### src/hw/rtl/spft_pkg.sv
// Shared types and constants for the stroke point frame transform.
// No dependencies; imported by every module of the block.
package spft_pkg;

  // Pipeline depth: input register through output register.
  localparam int unsigned NUM_STAGES = 7;

  // Configuration register indexes.
  typedef enum logic [2:0] {
    REG_REF_ORIGIN      = 3'd0,
    REG_REF_ROTATION    = 3'd1,
    REG_AXIS_GAIN       = 3'd2,
    REG_TARGET_ROTATION = 3'd3,
    REG_TARGET_ORIGIN   = 3'd4,
    REG_PRESSURE_GAIN   = 3'd5
  } spft_reg_t;

  // Reset values: origins 0, rotations cos 1.0 / sin 0, gains 1.0.
  localparam logic [63:0] RST_REF_ORIGIN      = 64'h0;
  localparam logic [31:0] RST_REF_ROTATION    = 32'h4000_0000;
  localparam logic [63:0] RST_AXIS_GAIN       = 64'h0001_0000_0001_0000;
  localparam logic [31:0] RST_TARGET_ROTATION = 32'h4000_0000;
  localparam logic [63:0] RST_TARGET_ORIGIN   = 64'h0;
  localparam logic [15:0] RST_PRESSURE_GAIN   = 16'h0100;

  // Clamp bounds for the scaled intermediate, +/-(2^47 - 1).
  localparam logic signed [53:0] Q_HI = 54'sh00_7FFF_FFFF_FFFF;
  localparam logic signed [53:0] Q_LO = -54'sh00_7FFF_FFFF_FFFF;

  // Full register set as seen by the datapath.
  typedef struct packed {
    logic [63:0] ref_origin;
    logic [31:0] ref_rotation;
    logic [63:0] axis_gain;
    logic [31:0] target_rotation;
    logic [63:0] target_origin;
    logic [15:0] pressure_gain;
  } spft_cfg_t;

endpackage

### src/hw/rtl/spft_pipe_ctrl.sv
// Valid bits and per-stage load enables of the transform pipeline.
// Depends on spft_pkg for the stage count.
module spft_pipe_ctrl import spft_pkg::*; (
  input  logic                  clk,
  input  logic                  rst_n,
  input  logic                  in_valid,
  output logic                  in_ready,
  output logic                  out_valid,
  input  logic                  out_ready,
  output logic [NUM_STAGES-1:0] stage_en
);

  logic [NUM_STAGES-1:0] vld_r;
  logic [NUM_STAGES-1:0] vld_nxt;

  // A stage loads when it is empty or its word moves on; bubbles collapse.
  always_comb begin
    stage_en[NUM_STAGES-1] = !vld_r[NUM_STAGES-1] || out_ready;
    for (int k = NUM_STAGES - 2; k >= 0; k--) begin
      stage_en[k] = !vld_r[k] || stage_en[k+1];
    end
  end

  // Advance the valid bits with the data
  always_comb begin
    vld_nxt[0] = stage_en[0] ? in_valid : vld_r[0];
    for (int k = 1; k < NUM_STAGES; k++) begin
      vld_nxt[k] = stage_en[k] ? vld_r[k-1] : vld_r[k];
    end
  end

  always_ff @(posedge clk) begin
    if (!rst_n) begin
      vld_r <= '0;
    end else begin
      vld_r <= vld_nxt;
    end
  end

  assign in_ready  = stage_en[0];
  assign out_valid = vld_r[NUM_STAGES-1];

endmodule

### config.mk
export PLATFORM = sky130hd
export DESIGN_NAME = spft_pipe_ctrl
export DESIGN_NICKNAME = d
export VERILOG_FILES = /design/src/hw/rtl/spft_pkg.sv /design/src/hw/rtl/spft_pipe_ctrl.sv
export SDC_FILE = /design/constraint.sdc
export NUM_CORES = 1
export LEC_CHECK = 0
export BUFFER_PORTS_ARGS = -buffer_cell sky130_fd_sc_hd__buf_2
export CAP_MARGIN = 20
export CELL_PAD_IN_SITES_DETAIL_PLACEMENT = 0
export CELL_PAD_IN_SITES_GLOBAL_PLACEMENT = 1
export CORE_AREA = 2 2 39 41
export DETAILED_ROUTE_END_ITERATION = 8
export DIE_AREA = 0 0 41 43
export HOLD_SLACK_MARGIN = 0.1
export PLACE_DENSITY = 0.61
export SYNTH_ARGS = -nofsm -noshare
export SYNTH_HDL_FRONTEND = slang
export SYNTH_SLANG_ARGS = --single-unit
### constraint.sdc
create_clock -name clk -period 1 [get_ports clk]
set_input_delay 0.1 -clock clk [delete_from_list [all_inputs] [get_ports clk]]
set_output_delay 0.1 -clock clk [all_outputs]
set_load 0.01 [all_outputs]
Word-level counts from Yosys, hierarchy flattened
Cells that the tools add are included.
{"block": "word_totals", "register_bits": 7, "input_bits": 4, "output_inout_bits": 9, "wordCells": 21}
{"block": "op_classes", "reduce_logical": 14}
{"op": "logical NOT 1 bit", "count": 7}
{"op": "logical OR 1 bit", "count": 7}

Longest topological paths before layout
{"block": "depth", "ltp_word": 8, "mapped_depth": 4, "mapped_depth_nobuf": 3}

Least setup slack after synthesis
OpenSTA, ideal clock, no wires.
{"block": "synth_timing", "path_type": "reg2out", "start": "reg vld_r[6]", "end": "out stage_en[0]", "t_arrival_ns": 1.093, "required_ns": 0.900, "path_slack_ns": -0.193, "path_stages_with_launch": 5, "n_path_buf": 1, "cell_sequence": "dfxtp_1 nand4b_4 nor3_1 inv_1 buf_4"}
{"block": "synth_via", "elab_chain_len": 8}
{"item": "start: declaration", "line_no": "spft_pipe_ctrl.sv:13", "source": "logic [NUM_STAGES-1:0] vld_r;"}
{"item": "start signal: assignment", "line_no": "spft_pipe_ctrl.sv:36", "source": "vld_r <= vld_nxt;"}
{"item": "logical NOT 1 bit", "line_no": "spft_pipe_ctrl.sv:18", "source": "stage_en[NUM_STAGES-1] = !vld_r[NUM_STAGES-1] || out_ready;"}
{"item": "logical OR 1 bit", "line_no": "spft_pipe_ctrl.sv:18"}
{"item": "logical OR 1 bit (2 in a row)", "line_no": "spft_pipe_ctrl.sv:20", "source": "stage_en[k] = !vld_r[k] || stage_en[k+1];"}
{"item": "net stage_en[4]", "line_no": "spft_pipe_ctrl.sv:10", "source": "output logic [NUM_STAGES-1:0] stage_en"}
{"item": "logical OR 1 bit (4 in a row)", "line_no": "spft_pipe_ctrl.sv:20"}
{"item": "end: declaration", "line_no": "spft_pipe_ctrl.sv:10"}
The timed path passes the listed nets, and every way through them passes these cells.

Final worst setup path
{"block": "layout_timing", "start": "reg vld_r[6]", "end": "out stage_en[3]"}
{"block": "layout_via", "elab_chain_len": 5}
{"item": "logical NOT 1 bit", "line_no": "spft_pipe_ctrl.sv:18"}
{"item": "logical OR 1 bit", "line_no": "spft_pipe_ctrl.sv:18"}
{"item": "logical OR 1 bit (3 in a row)", "line_no": "spft_pipe_ctrl.sv:20"}
No other way between the ends.

==> metrics.txt <==
Synth top area share 0.473; Layout Nets between 50 and 60; Buffers on Ports 12; vias in the first global route roughly 240; WP depth 3; share of cells above drive strength 1 0.556; R2R Path Start vld_r[6]; synthesis-to-finish area growth 60.8%; DRC Markers 0; first-pass GRT wire length ~920 um; Cells after Synth 32; Final ANT Viol Nets 0; Worst Setup Start Kind flip-flop; die width about 41 um; clock-pin slew of the registers on the worst-case setup and hold paths roughly 50 ps; Pwr Density roughly 1200 nW/um^2; Final min period around 1200 ps; GRT overflow 0; Yosys top cell by area dfxtp_1; Post-Route Skew between 2 and 3 ps; number of fill cells in the layout roughly 160; largest net degree at the start of global routing 9; CTS sink count 7; Cell Chain, Critical Path nand4b_4 > or2_4 > buf_6; Yosys cell types 14; Post-Route WL 600 um; RSZ-0062 raised after global routing true; Avg WL per Cell 8.57 um; starting density of the core 0.214; vias per inst around 4; cell count of the worst hold path 2; max incr delay on CP approximately 360 ps; Cell Area, Placed about 400 um^2; Seq cells post-synth 7; clock tree from TritonCTS done; Crit Path Category reg -> out; Critical R2R Capture vld_r[3]; Synth warnings 0; final hold violation count 0; GPL Wtd Cong between 0.5 and 0.6; Peak Freq 807 MHz; max reg flops 7; Top Family by Delay on Critical Path simple AND/OR/NAND/NOR gates; leading registers by flop count vld_r (7); CTS Buf Count 3; Biggest register vld_r; Crit-path slowest cell dfxtp_4; Reg area around 150 um^2; die area 1760 um^2; final instance area approximately 480 um^2; most common cell after layout, fill and taps aside buf_2; commonest cells after routing, fill and taps aside 11 x buf_2, 6 x nand2_1, 5 x inv_1, 5 x buf_4, 4 x dfxtp_1; Area contributors post-synth dfxtp_1 47%, nand4b_4 8.0%, nand2_1 7.6%; worst reg-to-reg path cell count 4; register area share after synthesis 0.473; WHS Endpoint vld_r[6]; Synth Cell Area 297 um^2; overall power approximately 0.57 mW; initial antenna violation count 0; syn_area_per_cell between 9 and 10 um^2; final setup margin -239 ps; worst rel slew slack 0.884; failing checks negative setup slack; Multi-input gate area 140 um^2; CP Capture Type output pin; Hold WC Path Type in -> reg; Max Root-Sink Buffers 2; DR iter-0 viols 0; htree depth 1; Worst VDD drop between 0.6 and 0.7 mV; worst-skew pair later-pin latency 250 ps; total track usage 0.0896; Ports 13; Core Box Area about 1400 um^2; Slew Viols, Final 0; # rows 14; period utilization 1.24; crit path max fanout 5; WP buf/inv 1; antenna cell count 0; DR pass1 iterations 1; hold path startpoint rst_n; Worst Path Arrival between 1000 and 1500 ps; post-place setup slack -2.81 ps; Mapped Nets 36; Lkg Pwr 0.208 nW; Worst EP required 900 ps; worst reg-to-reg setup slack -60 ps; worst-margin pin slew between 150 and 200 ps; DIE HEIGHT 43 um; DP HPWL ~430 um; status finished with violations; # setup viols final 9; root buf cell clkbuf_4; Max Cap Viol 0; via count roughly 280
where the power goes:
group	total (mW)	internal [mW]	switching, mW
clock network	0.254	0.152	0.101
logic	0.0279	0.0169	0.0110
registers	0.287	0.283	0.00345
cell usage after synthesis, drive strengths merged:
library cell	number
a21boi	2
a21oi	1
buf	1
dfxtp	7
inv	5
nand2	6
nand4b	1
nor2	1
nor2b	2
nor3	1
o21a	3
o31ai	1
or2	1
area by class of cell:
class,instances,share of cell area
clock buffers,4,0.0551
repair buffers,19,0.262
inverters,5,0.0394
well taps,16,0.0420
flip-flops and latches,7,0.307
multi-input cells,19,0.294
per-layer routing:
layer	track usage	share of wire	up-vias
li1	-	-	145
met2	0.103	0.43	12
met4	0.100	0.027	0
met1	0.0942	0.43	120
met5	0	0	-
met3	0.0628	0.10	2
how the worst max path moves through the flow:
| stage | from | to | slack, ps |
|---|---|---|---|
| after floorplan | vld_r[5] | stage_en[0] | 5 |
| after global placement | vld_r[4] | stage_en[1] | -20 |
| after detailed placement | vld_r[4] | stage_en[1] | -3 |
| after CTS | vld_r[6] | stage_en[3] | -270 |
| after global routing | vld_r[6] | in_ready | -300 |
| final | vld_r[6] | stage_en[3] | -240 |
kinds of logic after synthesis:
group | Yosys count | share of synthesized area
simple gates | 12 | 0.257
flops | 7 | 0.473
compound gates | 7 | 0.181
buf+inv | 6 | 0.0886
metrics by stage:
stage                     hold WS (ps)  setup TNS, ps   util  cells
after detailed placement           314          -2.81  0.286     61
after floorplan                    213              0      -     32
final                              131          -1510  0.344     70
after global routing               130          -2080  0.344     70
after CTS                          125          -1730  0.342     70
after global placement             309          -16.0  0.286     61
timing repair:
action                                 4_1_cts  5_1_grt
gates resized for setup                      3        1
endpoints found under the hold margin        1        0
hold buffers                                 1        0
pin swaps                                    3        2
gates cloned                                 0        0
buffers inserted                             4        0
setup endpoints to repair                    8        9
No activity file was read; power rests on OpenSTA's default activity.
