==> src/hw/rtl/spft_pkg.sv <==
// Shared types and constants for the stroke point frame transform.
// No dependencies; imported by every module of the block.
package spft_pkg;

  // Pipeline depth: input register through output register.
  localparam int unsigned NUM_STAGES = 7;

  // Configuration register indexes.
  typedef enum logic [2:0] {
    REG_REF_ORIGIN      = 3'd0,
    REG_REF_ROTATION    = 3'd1,
    REG_AXIS_GAIN       = 3'd2,
    REG_TARGET_ROTATION = 3'd3,
    REG_TARGET_ORIGIN   = 3'd4,
    REG_PRESSURE_GAIN   = 3'd5
  } spft_reg_t;

  // Reset values: origins 0, rotations cos 1.0 / sin 0, gains 1.0.
  localparam logic [63:0] RST_REF_ORIGIN      = 64'h0;
  localparam logic [31:0] RST_REF_ROTATION    = 32'h4000_0000;
  localparam logic [63:0] RST_AXIS_GAIN       = 64'h0001_0000_0001_0000;
  localparam logic [31:0] RST_TARGET_ROTATION = 32'h4000_0000;
  localparam logic [63:0] RST_TARGET_ORIGIN   = 64'h0;
  localparam logic [15:0] RST_PRESSURE_GAIN   = 16'h0100;

  // Clamp bounds for the scaled intermediate, +/-(2^47 - 1).
  localparam logic signed [53:0] Q_HI = 54'sh00_7FFF_FFFF_FFFF;
  localparam logic signed [53:0] Q_LO = -54'sh00_7FFF_FFFF_FFFF;

  // Full register set as seen by the datapath.
  typedef struct packed {
    logic [63:0] ref_origin;
    logic [31:0] ref_rotation;
    logic [63:0] axis_gain;
    logic [31:0] target_rotation;
    logic [63:0] target_origin;
    logic [15:0] pressure_gain;
  } spft_cfg_t;

endpackage

==> src/hw/rtl/spft_cfg_regs.sv <==
// Configuration register file of the stroke point frame transform.
// Depends on spft_pkg for the register indexes, reset values and struct.
module spft_cfg_regs import spft_pkg::*; (
  input  logic        clk,
  input  logic        rst_n,
  input  logic        cfg_valid,
  output logic        cfg_ready,
  input  logic [2:0]  cfg_index,
  input  logic [63:0] cfg_data,
  output spft_cfg_t   cfg
);

  spft_cfg_t cfg_r;
  spft_cfg_t cfg_nxt;

  // Always take a write; unknown indexes drop the word.
  assign cfg_ready = 1'b1;

  // Decode the write index
  always_comb begin
    cfg_nxt = cfg_r;
    if (cfg_valid) begin
      case (spft_reg_t'(cfg_index))
        REG_REF_ORIGIN:      cfg_nxt.ref_origin      = cfg_data;
        REG_REF_ROTATION:    cfg_nxt.ref_rotation    = cfg_data[31:0];
        REG_AXIS_GAIN:       cfg_nxt.axis_gain       = cfg_data;
        REG_TARGET_ROTATION: cfg_nxt.target_rotation = cfg_data[31:0];
        REG_TARGET_ORIGIN:   cfg_nxt.target_origin   = cfg_data;
        REG_PRESSURE_GAIN:   cfg_nxt.pressure_gain   = cfg_data[15:0];
        default:             cfg_nxt = cfg_r;
      endcase
    end
  end

  // Hold the registers
  always_ff @(posedge clk) begin
    if (!rst_n) begin
      cfg_r.ref_origin      <= RST_REF_ORIGIN;
      cfg_r.ref_rotation    <= RST_REF_ROTATION;
      cfg_r.axis_gain       <= RST_AXIS_GAIN;
      cfg_r.target_rotation <= RST_TARGET_ROTATION;
      cfg_r.target_origin   <= RST_TARGET_ORIGIN;
      cfg_r.pressure_gain   <= RST_PRESSURE_GAIN;
    end else begin
      cfg_r <= cfg_nxt;
    end
  end

  assign cfg = cfg_r;

endmodule

==> config.mk <==
export PLATFORM = sky130hd
export DESIGN_NAME = spft_cfg_regs
export DESIGN_NICKNAME = d
export VERILOG_FILES = /design/src/hw/rtl/spft_pkg.sv /design/src/hw/rtl/spft_cfg_regs.sv
export SDC_FILE = /design/constraint.sdc
export NUM_CORES = 1
export LEC_CHECK = 0
export BUFFER_PORTS_ARGS = -buffer_cell sky130_fd_sc_hd__buf_4
export CORE_ASPECT_RATIO = 0.5
export CORE_MARGIN = 3
export CORE_UTILIZATION = 54
export DETAILED_ROUTE_END_ITERATION = 12
export PLACE_DENSITY = 0.91
export SETUP_SLACK_MARGIN = 0.1
export SKIP_LAST_GASP = 1
export SLEW_MARGIN = 10
export SYNTH_ARGS = -nofsm -noshare
export SYNTH_HDL_FRONTEND = slang
export SYNTH_SLANG_ARGS = --single-unit
==> constraint.sdc <==
create_clock -name clk -period 1.4 [get_ports clk]
set_input_delay 0.07 -clock clk [delete_from_list [all_inputs] [get_ports clk]]
set_output_delay 0.07 -clock clk [all_outputs]
set_load 0.02 [all_outputs]
# Word level (Yosys, flattened, before mapping)
# Cells that the tools add are included.
dict set report totals {
  mem_bits_rw 0
  wordCells 18
  out_inout_bits 273
  register_bits 272
  mem_count 0
  latchBits 0
  mem_bits_ro 0
  in_bits 70
}
dict set report classes {
  multipliers 0
  muxes 0
  add_sub_neg 0
  n_lt_le_gt_ge 0
  n_eq_ne 5
  reduce_logical 7
  div_mod_pow 0
  n_bitwise 0
  shift 0
}
# operator n
set ops {}
lappend ops {{$reduce_and 2->1} 6}
lappend ops {{$eq 3x2->1 const B} 2}
lappend ops {{$eq 3x3->1 const B} 2}
lappend ops {{$eq 3x1->1 const B} 1}
lappend ops {{$logic_not 3->1} 1}

# Logic depth before layout (Yosys ltp)
# Gate-level depths: netlist of the first run.
dict set report depth {
  depth_word 2
  depth_mapped 5
  mapped_depth_nobuf 2
}

# Least setup slack after synthesis of the first run
# No wires, ideal clock.
dict set report synth_path {
  path_kind {input to register}
  start {input cfg_index[1]}
  end {register cfg_r (netlist bit cfg[209])}
  required_ns 1.328
  setup_slack_ns 0.453
  t_arrival_ns 0.875
  path_stages 4
  n_path_buf 2
  setup_ns 0.072
  path_cell_list {nor4b_2 > buf_4 > buf_6 > mux2i_1}
}
dict set report synth_between {
  elab_chain_cells 2
}
# item line_no
set synth_rtl {}
lappend synth_rtl {{start: declaration} spft_cfg_regs.sv:8} ;# input logic [2:0] cfg_index,
lappend synth_rtl {{$logic_not 3->1} spft_cfg_regs.sv:23} ;# case (spft_reg_t'(cfg_index))
lappend synth_rtl {{$reduce_and 2->1 (no line)} -}
lappend synth_rtl {{end signal: assignment} spft_cfg_regs.sv:45} ;# cfg_r <= cfg_nxt;
lappend synth_rtl {{end: declaration} spft_cfg_regs.sv:13} ;# spft_cfg_t cfg_r;
# Every way passes these cells.
# A chain may end at the register's enable or synchronous reset.

==> impl_metrics.py, run 1 <==
metrics = {
    "placed_design": {
        "post-place-ws_ps": 107.9,
        "place.gp.congestion": 0.8431,
        "detailedPlacementHpwl_um": 20580,
        "port_buffers": 341,
    },
    "synthesis": {
        "synth-seq-cells": 272,
        "synth-edff-count": 0,
        "synth_ff_type": "dfxtp_1",
        "synthTopCellsByCount": "nand2_1 (331), dfxtp_1 (272), mux2i_1 (272)",
        "yosys-top-cells-area": "dfxtp_1 (55%), mux2i_1 (27%), nand2_1 (12%)",
        "synth_cell_types": 14,
        "seq_area_frac_synth_pct": 54.54,
        "syn-num-nets": 1032,
        "avgSynthCellArea_um2": 10.38,
        "synth_most_common_cell": "nand2_1",
        "yosys.area.top_type_share_pct": 54.54,
        "synth_area_um2": 9985,
        "async_reset_ff_share_pct": 0,
        "yosysWarnings": 0,
        "netlist_instances": 962,
        "yosysTopAreaCell": "dfxtp_1",
    },
    "clock_tree": {
        "clk_pin_slew_ps": 80,
        "cts_root_buf": "clkbuf_16",
        "numClockSinks": 272,
        "post_cts_buffers": 0,
        "cts_tree": "yes",
        "clockBufferDepth": 3,
        "insertion_delay_ps": 490,
        "htreeDepth": 1,
        "cts_made_buffers": 23,
    },
    "setup_path": {
        "rrSetupSlack_ps": 590,
        "critPathLaunch": "rst_n",
        "ff2ff_path_depth": 2,
        "cp-end-kind": "flop",
        "cp_data_required_time_ps": 1800,
        "crit_end": "cfg[3]$_SDFFE_PN0P_",
        "critPathMostFrequentCell": "buf_12",
        "path_class": "in -> reg",
        "r2r_start": "cfg[62]$_SDFFE_PN0P_",
        "crit_path_start_kind": "primary input",
        "cp_cell_sequence": "dlygate4sd3_1 -> buf_12 -> buf_12 -> buf_4 -> nand2_1 -> mux2i_1",
        "cp.arrival_ps": 1670,
        "crit_path_top_delay_cell": "dlygate4sd3_1",
        "r2r-end": "cfg[62]$_SDFFE_PN0P_",
        "path_max_fanout": 33,
        "worst_path_largest_cell_delay_ps": 580,
    },
    "cells_and_area": {
        "fin_nets": 1425,
        "syn_to_final_growth_pct": 43.25,
        "largest_reg_flops": 272,
        "diodes": 0,
        "final_layout_size_suffix_gt1_share_pct": 30.49,
    },
    "detailed_routing": {
        "detail_route.drc_violations": 0,
        "dr.pass1.iters": 5,
        "vias_per_cell": 5.323,
        "vias": 8544,
        "wl_met1_um": 12220,
        "ant_nets": 0,
        "top_layer_used": "met4",
        "first_iter_violations": 416,
        "wl_met3_um": 1632,
        "post_drt_wl_per_cell_um": 19.49,
        "routed-wl-met2_um": 15850,
        "drt-total-wl_um": 31290,
    },
    "global_routing": {
        "grt_pass1_wl_um": 47630,
        "overflow": 0,
        "grt_pass1_vias": 8997,
        "grt_antenna_before_repair": 0,
        "grt_usage_pct": 29.36,
        "grt_max_degree": 45,
    },
    "floorplanning": {
        "initial_core_util_pct": 56.28,
        "die_area_um2": 20260,
        "rows": 34,
        "core_area_um2": 17740,
        "die_w_um": 198.3,
        "ios": 343,
        "dieHeight_um": 102.2,
    },
    "min_path": {
        "hold_class": "in -> reg",
    },
    "sta": {
        "rsz0062_at_grt": "no",
        "fmax_mhz": 786.2,
        "layout_setup_ws_ps": 128.1,
        "finClkSkew_ps": 0,
        "finalSetupViolations": 0,
        "fin_tns_setup_ps": 0,
        "hold_violations": 0,
        "maxSlewViolCount": 0,
        "period_needed_ps": 1272,
        "finalCritPeriodShare_pct": 90.85,
    },
    "pwr": {
        "power.density_nw_per_um2": 1125,
        "p_leak_nw": 7.295,
        "irDropWorstVdd_mv": 0.8761,
    },
    "run_status": {
        "status": "complete, no violations",
    },
    "job": {
        "cap_violations": 0,
    },
}
==> cells by family (layout without fill, tap and decap cells) <==
logic type	count (synthesis)	after routing	share of synthesized area [%]
simple gates	347	347	13.80
mux	272	272	27.27
flops	272	272	54.54
buf+inv	70	479	4.361
other cells	1	1	0.03756
==> power breakdown <==
part	internal, mW	switching, mW
Sequential	7.90	0.105
Combinational	0.737	0.873
Clock	3.59	2.88
Total	12.2	3.86
==> cells in the final DEF, fill, tap and decap left out <==
cell type	instances
buf_4	361
nand2_1	331
mux2i_1	272
dfxtp_1	272
dlygate4sd3_1	59
clkbuf_16	23
buf_12	18
nor2b_1	9
clkbuf_1	6
clkinv_2	5
nand4bb_4	3
clkbuf_8	3
nand4b_1	2
bufinv_16	2
nor4b_4	1
and4bb_1	1
conb_1	1
clkinv_4	1
inv_6	1
==> layer usage <==
metal,vias to the layer above,global-route usage (%)
met4,0,15.59
li1,3952,-
met2,354,53.83
met3,120,5.303
met1,4118,33.19
met5,-,0
==> layout make-up <==
cell class	instances	area, um2
Sequential cell	272	5445
Timing Repair Buffer	438	3661
Tap cell	234	292.8
Multi-Input combinational cell	620	4161
Fill cell	972	3437
Clock inverter	9	102.6
Clock buffer	32	639.4
==> critical path: cells and delay by family <==
kind | cells | cell delay, ps
buf+inv | 4 | 1250
mux | 1 | 210
simple gates | 1 | 110
==> metrics by stage <==
step	util (%)	hold slack (ps)	area (um2)	instances	total power, mW
finish	80.62	7.163	14300	1605	16.09
floorplan	-	230.4	9985	962	8.924
global route	80.62	9.008	14300	1605	16.55
detailed placement	73.09	352.2	12960	1505	9.619
global placement	73.09	331.3	12960	1505	9.568
CTS	80.60	1.018	14300	1605	16.07
==> worst min-delay path by stage <==
stage / start / to / cells past startpoint
CTS: cfg_data[13] / cfg[125]$_SDFFE_PN0P_ / 3
global placement: cfg_data[8] / cfg[8]$_SDFFE_PN1P_ / 3
floorplan: cfg_data[8] / cfg[8]$_SDFFE_PN1P_ / 2
global route: cfg_data[22] / cfg[230]$_SDFFE_PN0P_ / 3
finish: cfg_data[4] / cfg[116]$_SDFFE_PN0P_ / 3
detailed placement: cfg_data[8] / cfg[8]$_SDFFE_PN1P_ / 3
==> timing repair <==
action	in CTS	in global routing
hold endpoints to repair	218	0
hold buffers	59	0
setup endpoints to repair	0	1
resized for setup	0	1
Power figures use the tool's default switching activity.
==> run 2: changes to the inputs <==
Settings changed: CTS_CLUSTER_SIZE set to 24, PLACE_DENSITY 0.91 to 0.82.
==> run 2 against run 1 <==
Against the previous run: fmax up 6.8%; wire length down 7.0%; first-iteration DRC count down 42%; global-route usage down 1.7 points.
==> impl_metrics.py, run 2 (synthesized netlist as in run 1, its figures left out) <==
metrics = {
    "clock_tree": {
        "numClockSinks": 272,
        "cts_root_buf": "clkbuf_16",
        "clockBufferDepth": 3,
        "cts_resized": 0,
        "insertion_delay_ps": 500,
        "cts_made_buffers": 23,
        "cts_tree": "yes",
        "clk_pin_slew_ps": 70,
        "htreeDepth": 1,
    },
    "cells_and_area": {
        "fin_nets": 1415,
        "layout_common_cells": "buf_4 (350), nand2_1 (331), mux2i_1 (272), dfxtp_1 (272), dlygate4sd3_1 (61)",
        "final_layout_size_suffix_gt1_share_pct": 29.85,
        "diodes": 0,
        "layout_commonest_cell": "buf_4",
        "largest_reg_flops": 272,
        "syn_to_final_growth_pct": 42.43,
    },
    "setup_path": {
        "cp_cell_sequence": "dlygate4sd3_1 -> buf_8 -> buf_12 -> buf_4 -> nand2_1 -> mux2i_1",
        "cp.arrival_ps": 1600,
        "path_max_fanout": 35,
        "cp-end-kind": "flop",
        "crit_path_top_delay_cell": "dlygate4sd3_1",
        "crit_path_start_kind": "primary input",
        "critPathBufInv": 4,
        "worst_path_largest_cell_delay_ps": 570,
        "path_delay_family": "buffers and inverters",
        "path_class": "in -> reg",
        "cp_data_required_time_ps": 1810,
    },
    "floorplanning": {
        "rows": 34,
        "dieHeight_um": 102.2,
        "core_area_um2": 17740,
        "initial_core_util_pct": 56.28,
        "ios": 343,
        "die_area_um2": 20260,
        "die_w_um": 198.3,
    },
    "sta": {
        "maxSlewViolCount": 0,
        "holdWs_ps": 30.74,
        "layout_setup_ws_ps": 208.6,
        "fin_tns_setup_ps": 0,
        "fmax_mhz": 839.3,
        "hold_violations": 0,
        "finClkSkew_ps": 0,
        "rsz0062_at_grt": "no",
        "finalSetupViolations": 0,
        "period_needed_ps": 1191,
        "finalCritPeriodShare_pct": 85.10,
    },
    "global_routing": {
        "grt_antenna_before_repair": 0,
        "grt_max_degree": 72,
        "grt_usage_pct": 27.70,
        "overflow": 0,
        "grt_pass1_vias": 8553,
        "grt_pass1_wl_um": 45160,
    },
    "detailed_routing": {
        "vias_per_cell": 5.147,
        "detail_route.drc_violations": 0,
        "dr.pass1.iters": 5,
        "drt-total-wl_um": 29090,
        "ant_nets": 0,
        "post_drt_wl_per_cell_um": 18.25,
        "first_iter_violations": 241,
        "vias": 8204,
    },
    "pwr": {
        "p_leak_nw": 7.246,
        "power.density_nw_per_um2": 1123,
        "irDropWorstVdd_mv": 0.8187,
    },
    "placed_design": {
        "detailedPlacementHpwl_um": 19500,
        "port_buffers": 341,
        "place.gp.congestion": 0.8346,
        "post-place-ws_ps": 110.8,
    },
    "job": {
        "cap_violations": 0,
    },
    "run_status": {
        "status": "complete, no violations",
    },
    "min_path": {
        "hold_class": "in -> reg",
    },
}
==> run 2: final timing paths <==
path	from	end	slack [ps]	cells after the start
worst min-delay path	cfg_data[3]	cfg[115]$_SDFFE_PN0P_	30	3
worst max-delay path	rst_n	cfg[86]$_SDFFE_PN0P_	210	6
worst min register to register	cfg[233]$_SDFFE_PN0P_	cfg[233]$_SDFFE_PN0P_	460	2
worst max register to register	cfg[20]$_SDFFE_PN0P_	cfg[20]$_SDFFE_PN0P_	650	2
==> run 2: through the flow <==
step	utilization (%)	instance area (um2)	instances	total power, mW
global placement	72.51	12860	1493	9.551
floorplan	-	9985	962	8.924
global route	80.17	14220	1594	16.48
finish	80.17	14220	1594	15.97
detailed placement	72.51	12860	1493	9.581
CTS	80.17	14220	1594	16.02
==> run 2: worst register-to-register path, delay by kind of cell (launching register included) <==
kind | cells | cell delay, ps
flip-flops | 1 | 370
AND/OR/NAND/NOR | 1 | 70
multiplexers | 1 | 210
==> run 2: power by group <==
part	switching [mW]	internal, mW	leakage, nW
Combinational	0.847	0.710	4.67
Sequential	0.0998	7.91	2.20
Clock	2.75	3.66	0.373
==> run 2: area by class of cell <==
class / count / area (um2)
sequential: 272 / 5445
multi-input combinational: 620 / 4161
timing repair buffer: 428 / 3573
fill: 1065 / 3518
clock buffer: 33 / 663.1
tap: 234 / 292.8
clock inverter: 7 / 85.08
==> run 2: repair_timing <==
item,4_1_cts,5_1_grt
setup buffers,0,0
hold endpoints to repair,224,0
endpoints found under the setup margin,0,0
hold buffers,61,0
==> run 2: per-layer routing <==
layer	wire length (um)	track usage (%)	up-vias
met1	11510	31.52	3920
li1	-	-	3922
met3	1538	5.962	98
met4	1263	12.22	0
met5	0	0	-
met2	14780	50.98	264
